`config.mk`:
```
export PLATFORM = sky130hd
export DESIGN_NAME = henon_map_point_generator
export DESIGN_NICKNAME = d
export VERILOG_FILES = /design/src/sv/hmpg_pkg.sv /design/src/sv/henon_map_point_generator.sv
export SDC_FILE = /design/constraint.sdc
export NUM_CORES = 2
export LEC_CHECK = 0
export BUFFER_PORTS_ARGS = -buffer_cell sky130_fd_sc_hd__clkbuf_2
export CORE_MARGIN = 8
export CORE_UTILIZATION = 65
export CTS_CLUSTER_SIZE = 16
export DETAILED_ROUTE_END_ITERATION = 7
export PLACE_DENSITY = 0.91
export SYNTH_ARGS = -nofsm -noshare
export SYNTH_HDL_FRONTEND = slang
export SYNTH_SLANG_ARGS = --single-unit
```
`constraint.sdc`:
```
create_clock -name clk -period 16.8 [get_ports clk]
set_input_delay 1.68 -clock clk [delete_from_list [all_inputs] [get_ports clk]]
set_output_delay 1.68 -clock clk [all_outputs]
set_load 0.005 [all_outputs]
```
`src/sv/hmpg_pkg.sv`:
```
// types, constants and microcode table for the henon map point generator
package hmpg_pkg;

	localparam int unsigned COORD_FRAC_BITS_DEF = 28;
	localparam int unsigned SCALE_FRAC_BITS     = 16;

	localparam int unsigned COORD_W  = 32;
	localparam int unsigned SCALE_W  = 28;
	localparam int unsigned PIX_W    = 12;
	localparam int unsigned COUNT_W  = 24;
	localparam int unsigned OPER_W   = 33;
	localparam int unsigned PROD_W   = 2 * OPER_W;
	localparam int unsigned SUM_W    = PROD_W + 2;
	localparam int unsigned STEP_W   = 3;

	localparam logic [COUNT_W-1:0] COUNT_MAX = '1;

	// register addresses (word index)
	localparam logic [2:0] REG_COEF_A        = 3'd0;
	localparam logic [2:0] REG_COEF_B        = 3'd1;
	localparam logic [2:0] REG_SCREEN_SCALE  = 3'd2;
	localparam logic [2:0] REG_SCREEN_CENTER = 3'd3;
	localparam logic [2:0] REG_SCREEN_LIMIT  = 3'd4;

	localparam logic [COORD_W-1:0] COEF_A_RST        = 32'd375809638;
	localparam logic [COORD_W-1:0] COEF_B_RST        = 32'd80530637;
	localparam logic [SCALE_W-1:0] SCREEN_SCALE_RST  = 28'd15291733;
	localparam logic [PIX_W-1:0]   SCREEN_CENTER_RST = 12'd350;
	localparam logic [PIX_W-1:0]   SCREEN_LIMIT_RST  = 12'd700;

	typedef enum logic [1:0] {OPA_X, OPA_A, OPA_B, OPA_SCALE} opa_t;
	typedef enum logic [1:0] {OPB_X, OPB_SQ, OPB_NX, OPB_Y} opb_t;
	typedef enum logic [1:0] {JMP_NEXT, JMP_WAIT_IN, JMP_WAIT_OUT} jmp_t;

	typedef struct packed {
		opa_t              opa;
		opb_t              opb;
		logic              p_en;
		logic              sq_en;
		logic              nx_en;
		logic              map_en;
		logic              px_en;
		logic              out_en;
		jmp_t              jmp;
		logic [STEP_W-1:0] next;
	} ctrl_t;

	// microcode: one control word per step
	function automatic ctrl_t ucode(input logic [STEP_W-1:0] step);
		ctrl_t c;
		c = '{opa: OPA_X, opb: OPB_X, p_en: 1'b0, sq_en: 1'b0, nx_en: 1'b0,
			map_en: 1'b0, px_en: 1'b0, out_en: 1'b0, jmp: JMP_NEXT, next: '0};
		case (step)
			3'd0: begin
				c.jmp  = JMP_WAIT_IN;
				c.next = 3'd1;
			end
			3'd1: begin
				c.p_en = 1'b1;
				c.next = 3'd2;
			end
			3'd2: begin
				c.sq_en = 1'b1;
				c.next  = 3'd3;
			end
			3'd3: begin
				c.opa  = OPA_A;
				c.opb  = OPB_SQ;
				c.p_en = 1'b1;
				c.next = 3'd4;
			end
			3'd4: begin
				c.opa   = OPA_B;
				c.opb   = OPB_X;
				c.p_en  = 1'b1;
				c.nx_en = 1'b1;
				c.next  = 3'd5;
			end
			3'd5: begin
				c.opa    = OPA_SCALE;
				c.opb    = OPB_NX;
				c.p_en   = 1'b1;
				c.map_en = 1'b1;
				c.next   = 3'd6;
			end
			3'd6: begin
				c.opa   = OPA_SCALE;
				c.opb   = OPB_Y;
				c.p_en  = 1'b1;
				c.px_en = 1'b1;
				c.next  = 3'd7;
			end
			3'd7: begin
				c.out_en = 1'b1;
				c.jmp    = JMP_WAIT_OUT;
				c.next   = 3'd0;
			end
			default: begin
				c.next = 3'd0;
			end
		endcase
		return c;
	endfunction

	function automatic logic signed [COORD_W-1:0] sat32(input logic signed [SUM_W-1:0] v);
		logic signed [SUM_W-1:0] hi;
		logic signed [SUM_W-1:0] lo;
		hi = SUM_W'(signed'({1'b0, {(COORD_W-1){1'b1}}}));
		lo = -hi - SUM_W'(1);
		if (v > hi) return {1'b0, {(COORD_W-1){1'b1}}};
		else if (v < lo) return {1'b1, {(COORD_W-1){1'b0}}};
		else return v[COORD_W-1:0];
	endfunction

	function automatic logic signed [15:0] sat16(input logic signed [SUM_W-1:0] v);
		if (v > SUM_W'(32767)) return 16'sh7fff;
		else if (v < -SUM_W'(32768)) return 16'sh8000;
		else return v[15:0];
	endfunction

endpackage

```
`src/sv/henon_map_point_generator.sv`:
```
// henon map point generator: microcoded sequencer around one shared multiplier
//
//  port group | dir | request fields
//  s_*        | in  | tdata[0] new_run
//  m_*        | out | tdata pixel_x, pixel_y, outside_count; tuser outside
//  apb        | cfg | coef_a, coef_b, screen_scale, screen_center, screen_limit
//
// an item runs through one accept step and seven microcode steps that share
// a single 33x33 signed multiplier over five products (x*x, a*sq, b*x, scale*x', scale*y')
// the result goes to an output register; the last step holds while it is full and not read
// reset clears the map point, the counter, the sequencer and loads the default registers
// s_tready is high only in the accept step
module henon_map_point_generator #(
	parameter int unsigned COORD_FRAC_BITS = hmpg_pkg::COORD_FRAC_BITS_DEF
) (
	input  logic        clk,
	input  logic        arst_n,
	input  logic        s_tvalid,
	output logic        s_tready,
	input  logic [7:0]  s_tdata,   // [0] new_run, [7:1] zero
	output logic        m_tvalid,
	input  logic        m_tready,
	output logic [55:0] m_tdata,   // [15:0] pixel_x, [31:16] pixel_y, [55:32] outside_count
	output logic        m_tuser,   // [0] outside
	input  logic        psel,
	input  logic        penable,
	input  logic        pwrite,
	input  logic [4:0]  paddr,
	input  logic [31:0] pwdata,
	output logic [31:0] prdata,
	output logic        pready
);
	import hmpg_pkg::*;

	localparam int unsigned PIX_SHIFT = SCALE_FRAC_BITS + COORD_FRAC_BITS;

	logic signed [COORD_W-1:0] coef_a_q, coef_b_q;
	logic [SCALE_W-1:0]        scale_q;
	logic [PIX_W-1:0]          center_q, limit_q;

	logic signed [COORD_W-1:0] map_x_q, map_y_q, sq_q, nx_q;
	logic signed [PROD_W-1:0]  p_q;
	logic signed [15:0]        px_q;
	logic [COUNT_W-1:0]        count_q;
	logic [STEP_W-1:0]         step_q;
	logic                      m_tvalid_q;
	logic [55:0]               m_tdata_q;
	logic                      m_tuser_q;

	ctrl_t                     ctrl;
	logic                      in_fire, slot_free, out_fire, cfg_wr;
	logic [2:0]                reg_idx;
	logic signed [OPER_W-1:0]  op_a, op_b;
	logic signed [PROD_W-1:0]  prod, p_sh, p_pix;
	logic signed [SUM_W-1:0]   nx_sum, pix_sum;
	logic                      pix_frac;
	logic signed [15:0]        py_w;
	logic                      outside_w;
	logic [COUNT_W-1:0]        count_next;

	assign pready  = 1'b1;
	assign cfg_wr  = psel & penable & pwrite & pready;
	assign reg_idx = paddr[4:2];

	always_comb begin
		case (reg_idx)
			REG_COEF_A:        prdata = coef_a_q;
			REG_COEF_B:        prdata = coef_b_q;
			REG_SCREEN_SCALE:  prdata = 32'(scale_q);
			REG_SCREEN_CENTER: prdata = 32'(center_q);
			REG_SCREEN_LIMIT:  prdata = 32'(limit_q);
			default:           prdata = '0;
		endcase
	end

	always_ff @(posedge clk or negedge arst_n) begin
		if (!arst_n) begin
			coef_a_q <= COEF_A_RST;
			coef_b_q <= COEF_B_RST;
			scale_q  <= SCREEN_SCALE_RST;
			center_q <= SCREEN_CENTER_RST;
			limit_q  <= SCREEN_LIMIT_RST;
		end else if (cfg_wr) begin
			case (reg_idx)
				REG_COEF_A:        coef_a_q <= pwdata;
				REG_COEF_B:        coef_b_q <= pwdata;
				REG_SCREEN_SCALE:  scale_q  <= pwdata[SCALE_W-1:0];
				REG_SCREEN_CENTER: center_q <= pwdata[PIX_W-1:0];
				REG_SCREEN_LIMIT:  limit_q  <= pwdata[PIX_W-1:0];
				default: ;
			endcase
		end
	end

	// sequencer
	assign ctrl      = ucode(step_q);
	assign s_tready  = (ctrl.jmp == JMP_WAIT_IN);
	assign in_fire   = s_tvalid & s_tready;
	assign slot_free = ~m_tvalid_q | m_tready;
	assign out_fire  = ctrl.out_en & slot_free;

	always_ff @(posedge clk or negedge arst_n) begin
		if (!arst_n) begin
			step_q <= '0;
		end else begin
			case (ctrl.jmp)
				JMP_NEXT:     step_q <= ctrl.next;
				JMP_WAIT_IN:  if (in_fire) step_q <= ctrl.next;
				JMP_WAIT_OUT: if (slot_free) step_q <= ctrl.next;
				default:      step_q <= '0;
			endcase
		end
	end

	// shared multiplier
	always_comb begin
		case (ctrl.opa)
			OPA_X:     op_a = OPER_W'(map_x_q);
			OPA_A:     op_a = OPER_W'(coef_a_q);
			OPA_B:     op_a = OPER_W'(coef_b_q);
			OPA_SCALE: op_a = signed'({{(OPER_W-SCALE_W){1'b0}}, scale_q});
			default:   op_a = '0;
		endcase
		case (ctrl.opb)
			OPB_X:   op_b = OPER_W'(map_x_q);
			OPB_SQ:  op_b = OPER_W'(sq_q);
			OPB_NX:  op_b = OPER_W'(nx_q);
			OPB_Y:   op_b = OPER_W'(map_y_q);
			default: op_b = '0;
		endcase
	end

	assign prod = op_a * op_b;
	assign p_sh = p_q >>> COORD_FRAC_BITS;

	// x' = y + 1 - a*sq, exact before saturation
	assign nx_sum = SUM_W'(map_y_q) + (SUM_W'(1) << COORD_FRAC_BITS) - SUM_W'(p_sh);

	// pixel: floor then nudge negative sums with a fraction back toward zero
	assign p_pix    = p_q >>> PIX_SHIFT;
	assign pix_frac = |(p_q & ((PROD_W'(1) << PIX_SHIFT) - PROD_W'(1)));
	always_comb begin
		pix_sum = SUM_W'(p_pix) + SUM_W'({1'b0, center_q});
		if (pix_sum < 0 && pix_frac) pix_sum = pix_sum + SUM_W'(1);
	end
	assign py_w = sat16(pix_sum);

	assign outside_w = (px_q < 0) || (px_q > 16'(signed'({1'b0, limit_q}))) ||
		(py_w < 0) || (py_w > 16'(signed'({1'b0, limit_q})));
	assign count_next = (outside_w && count_q != COUNT_MAX) ? count_q + COUNT_W'(1) : count_q;

	always_ff @(posedge clk) begin
		if (ctrl.p_en)  p_q  <= prod;
		if (ctrl.sq_en) sq_q <= sat32(SUM_W'(p_sh));
		if (ctrl.nx_en) nx_q <= sat32(nx_sum);
		if (ctrl.px_en) px_q <= py_w;
	end

	always_ff @(posedge clk or negedge arst_n) begin
		if (!arst_n) begin
			map_x_q <= '0;
			map_y_q <= '0;
			count_q <= '0;
		end else begin
			if (ctrl.map_en) begin
				map_x_q <= nx_q;
				map_y_q <= sat32(SUM_W'(p_sh));
			end
			if (in_fire && s_tdata[0]) count_q <= '0;
			else if (out_fire) count_q <= count_next;
		end
	end

	// output register
	always_ff @(posedge clk or negedge arst_n) begin
		if (!arst_n) begin
			m_tvalid_q <= 1'b0;
		end else if (out_fire) begin
			m_tvalid_q <= 1'b1;
		end else if (m_tready) begin
			m_tvalid_q <= 1'b0;
		end
	end

	always_ff @(posedge clk) begin
		if (out_fire) begin
			m_tdata_q <= {count_next, py_w, px_q};
			m_tuser_q <= outside_w;
		end
	end

	assign m_tvalid = m_tvalid_q;
	assign m_tdata  = m_tdata_q;
	assign m_tuser  = m_tuser_q;

	a_accept_starts: assert property (@(posedge clk) disable iff (!arst_n)
		in_fire |=> step_q == 3'd1)
		else $error("sequencer did not start after request accept");

	a_outside_counted: assert property (@(posedge clk) disable iff (!arst_n)
		(m_tvalid && m_tuser) |-> m_tdata[55:32] != '0)
		else $error("outside point with zero count");

	a_count_monotonic: assert property (@(posedge clk) disable iff (!arst_n)
		!(in_fire && s_tdata[0]) |=> count_q >= $past(count_q))
		else $error("outside count dropped without a new run");

	a_no_overwrite: assert property (@(posedge clk) disable iff (!arst_n)
		(m_tvalid && !m_tready) |=> $stable(m_tdata))
		else $error("pending result overwritten");

endmodule
```
==> results.txt <==
The die area is 0.102 mm^2. Once detail routing completed, the nets flagged for antenna violations numbered 0. The sequential cell area fraction in the yosys report is 0.190. The worst setup path is launched from a flop. The sink count of the clock tree is 411. The required time at the endpoint of the critical path came out at 17140 ps. The count of pins over their slew limit came to 0. The final critical-path required period is 12950 ps. The gate count after technology mapping is 6158. The max-capacitance violation count is 0. The total track usage is 0.371.

The share of final-layout standard cells stronger than drive strength 1 is 0.107. Across the routed clock network, the largest skew measured is 35.7 ps. The worst-case headroom to the max-slew limit is 0.0230. The global-route wire length before repair is 292 mm. The min-delay analysis places its worst path in the category reg -> reg.

The maximum achievable frequency is 77.2 MHz. At the worst endpoint, the arrival time is 13290 ps. The number of setup violations in the final report is 0.

Following the worst setup path forward leads to its endpoint at p_q[65]$_DFFE_PP_. Dividing the synthesized area by the synthesized cell count gives 9.74 um^2. In this design, the stage delay of the slowest critical-path cell is 950 ps. Synthesis instantiated 91 different standard cells from the library. Among all flip-flop cells after synthesis, the most frequent one is sky130_fd_sc_hd__edfxtp_1. The leftover overflow at the end of global routing came out at 0.

The number of buffers inserted during clock tree synthesis is 46. The total number of nets in the final design came out at 7655. The run finished with clean final reports. The critical path is of the reg -> reg type.

The share of the clock period used by the worst path after layout is 0.771. Clock latency on the worst-skew pair, taken at its later pin, is 610 ps. The worst hold path cell count is 0.

The number of global-route vias before repair came out at 52000. The cell area after placement came out at 0.0622 mm^2. The final layout contains routed wiring with a total length of 190 mm. The area of the mapped netlist is 0.0600 mm^2.

The worst register-to-register path begins at step_q[2]$_DFFE_PN0P_. The area of the core region came out at 0.0915 mm^2. In this design, the critical path's most frequently occurring cell is sky130_fd_sc_hd__fa_1. In this run the clock root is driven by a sky130_fd_sc_hd__clkbuf_16. The number of top-level design ports is 144. In this run the horizontal extent of the chip is 320 um. Summing over every cut layer, the via total after detailed routing is 48200.

The number of cells on the worst reg-to-reg path is 30. The post-CTS setup buffer count is 0. In this run the worst path has a maximum fanout of 55.

The worst reg-to-reg setup slack came out at 3850 ps. The floorplan has 111 rows. The largest net degree at the start of global routing came out at 78. STA classifies the critical path endpoint as a flop.

For this configuration, the core starts out at a cell density of 0.655. The worst-case clock buffer depth came out at 3. The critical path starts at step_q[2]$_DFFE_PN0P_. The worst register-to-register path ends at p_q[65]$_DFFE_PP_. After the first detailed-routing iteration, the DRC count stood at 6637. The detailed-router iteration count before antenna repair came out at 8. The number of failing hold endpoints at the final stage came out at 0. The Yosys step of the flow raised 0 warnings. Summing all non-filler instances in the final layout gives an area of 0.0638 mm^2.

The clock tree synthesis step divided the H-tree into 2 levels. Gates resized during post-CTS repair numbered 0. The post-detailed-route wirelength per cell came out at 25.7 um. After detailed routing, the number of remaining DRC violations is 0. The count of input and output buffers came out at 133. Among all stages on the critical path, the largest delay is contributed by sky130_fd_sc_hd__a21o_1.

The number of antenna violations at the first check in global routing came out at 8. The average vias per placed instance is 6.53. Setup repair after global routing left no endpoint under its margin. The post-DP HPWL came out at 139 mm. The async set-or-reset flop fraction in the synthesized netlist came out at 0.506.

The signed area change from the synthesized netlist to the final layout is 6.29%. For the pin with the worst max-slew slack, the measured transition is 1450 ps. The height of the die came out at 320 um.

The number of buffers added to fix hold violations after cts is 0. The weighted congestion reported at the end of routability-driven placement is 1.00. The post-CTS clock slew at the launch and capture registers of the worst setup and hold paths came out at 60 ps. The number of nets in the synthesized netlist is 7664. The flop and latch count out of synthesis is 411.

Summed over all failing endpoints, the final setup total negative slack is 0 ps. The CTS tree is done. The synthesized design contains 203 enable-type register cells.
==> cell families after synthesis <==
family / after synthesis / share of synthesized area
AND/OR/NAND/NOR: 1613 / 0.116
buffers and inverters: 1523 / 0.0959
adder cells (fa/ha/maj): 1454 / 0.444
AO/OA/AOI/OAI: 753 / 0.0866
flip-flops: 411 / 0.190
multiplexers: 242 / 0.0445
XOR/XNOR: 161 / 0.0235
other: 1 / 0.0000625
==> synthesized netlist by cell type, drive strengths merged (42+ instances only) <==
cell type	instances	area, um^2
mux2	197	2220
nor3	43	215
xnor2	116	1020
clkbuf	276	1040
xor2	45	394
o22ai	43	269
fa	1125	22500
edfxtp	203	6100
nand2	568	2130
a21o	118	886
ha	329	4120
dfstp	54	1420
mux2i	45	450
dfrtp	154	3850
nand3	49	245
buf	42	193
o21ai	126	631
inv	1205	4520
nor2b	48	300
a21oi	147	747
a22oi	58	435
nor2	694	2610
==> critical path: cells and delay by family, from the launching register on <==
| kind | cells | cell delay, ps |
|---|---|---|
| buffers and inverters | 4 | 210 |
| adder cells (fa/ha/maj) | 9 | 4430 |
| AO/OA/AOI/OAI | 12 | 5170 |
| XOR/XNOR | 1 | 150 |
| AND/OR/NAND/NOR | 4 | 1890 |
| flip-flops | 1 | 830 |
==> layout by cell type, fill, tap and decap left out, drive strengths merged, types with 18 or more instances in the layout <==
cell	instances
inv	1206
fa	1125
nor2	694
nand2	568
ha	329
edfxtp	203
mux2	197
clkbuf	196
dfrtp	154
a21oi	147
buf	128
o21ai	126
a21o	118
xnor2	116
a22oi	58
dfstp	54
nand3	49
nor2b	48
xor2	45
mux2i	45
o22ai	43
nor3	43
o21a	36
nand4	33
nor4	32
and3	32
a221oi	27
nand2b	26
a221o	25
and2	25
o21bai	24
o211ai	21
or2	21
a31oi	18
==> per-layer routing <==
layer  vias to the layer above  GRT usage  share of wire
li1                      19300          -              -
met1                     23700      0.429           0.31
met2                      3803      0.569           0.44
met3                      1317      0.138           0.15
met4                        10      0.265          0.094
met5                         -    0.00898        0.00090
==> cell type report <==
| cell class | count | area (um^2) |
|---|---|---|
| timing repair buffer | 261 | 1640 |
| clock buffer | 63 | 1330 |
| clock inverter | 23 | 230 |
| fill | 6152 | 27800 |
| antenna | 5 | 12.5 |
| sequential | 411 | 11400 |
| inverter | 1205 | 4520 |
| multi-input combinational | 4224 | 43200 |
| tap | 1186 | 1480 |
==> registers in the layout, indices dropped and copies added, names as in the netlist, 16 cells and up <==
| signal | flops |
|---|---|
| px_q | 16 |
| coef_b_q | 32 |
| sq_q | 32 |
| p_q | 66 |
| map_y_q | 32 |
| count_q | 24 |
| nx_q | 32 |
| m_tdata | 56 |
| scale_q | 28 |
| map_x_q | 32 |
| coef_a_q | 32 |
==> through the flow <==
stage	utilization	cells	hold WS (ps)	setup slack, ps
finish	0.697	7378	447	3850
global route	0.696	7373	459	3710
CTS	0.696	7373	446	4370
detailed placement	0.679	7287	432	4450
global placement	0.679	7287	426	4660
floorplan	-	6158	417	6630
==> worst min path at each step <==
stage	start	end	slack [ps]
after CTS	px_q[15]$_DFFE_PP_	m_tdata[15]$_DFFE_PP_	450
after floorplan	px_q[13]$_DFFE_PP_	m_tdata[13]$_DFFE_PP_	420
final	px_q[14]$_DFFE_PP_	m_tdata[14]$_DFFE_PP_	450
after global routing	px_q[15]$_DFFE_PP_	m_tdata[15]$_DFFE_PP_	460
after detailed placement	px_q[15]$_DFFE_PP_	m_tdata[15]$_DFFE_PP_	430
after global placement	px_q[14]$_DFFE_PP_	m_tdata[14]$_DFFE_PP_	430
Power is not shown: default switching activity piles up to over one toggle a cycle in this logic, so the estimate is an artifact.
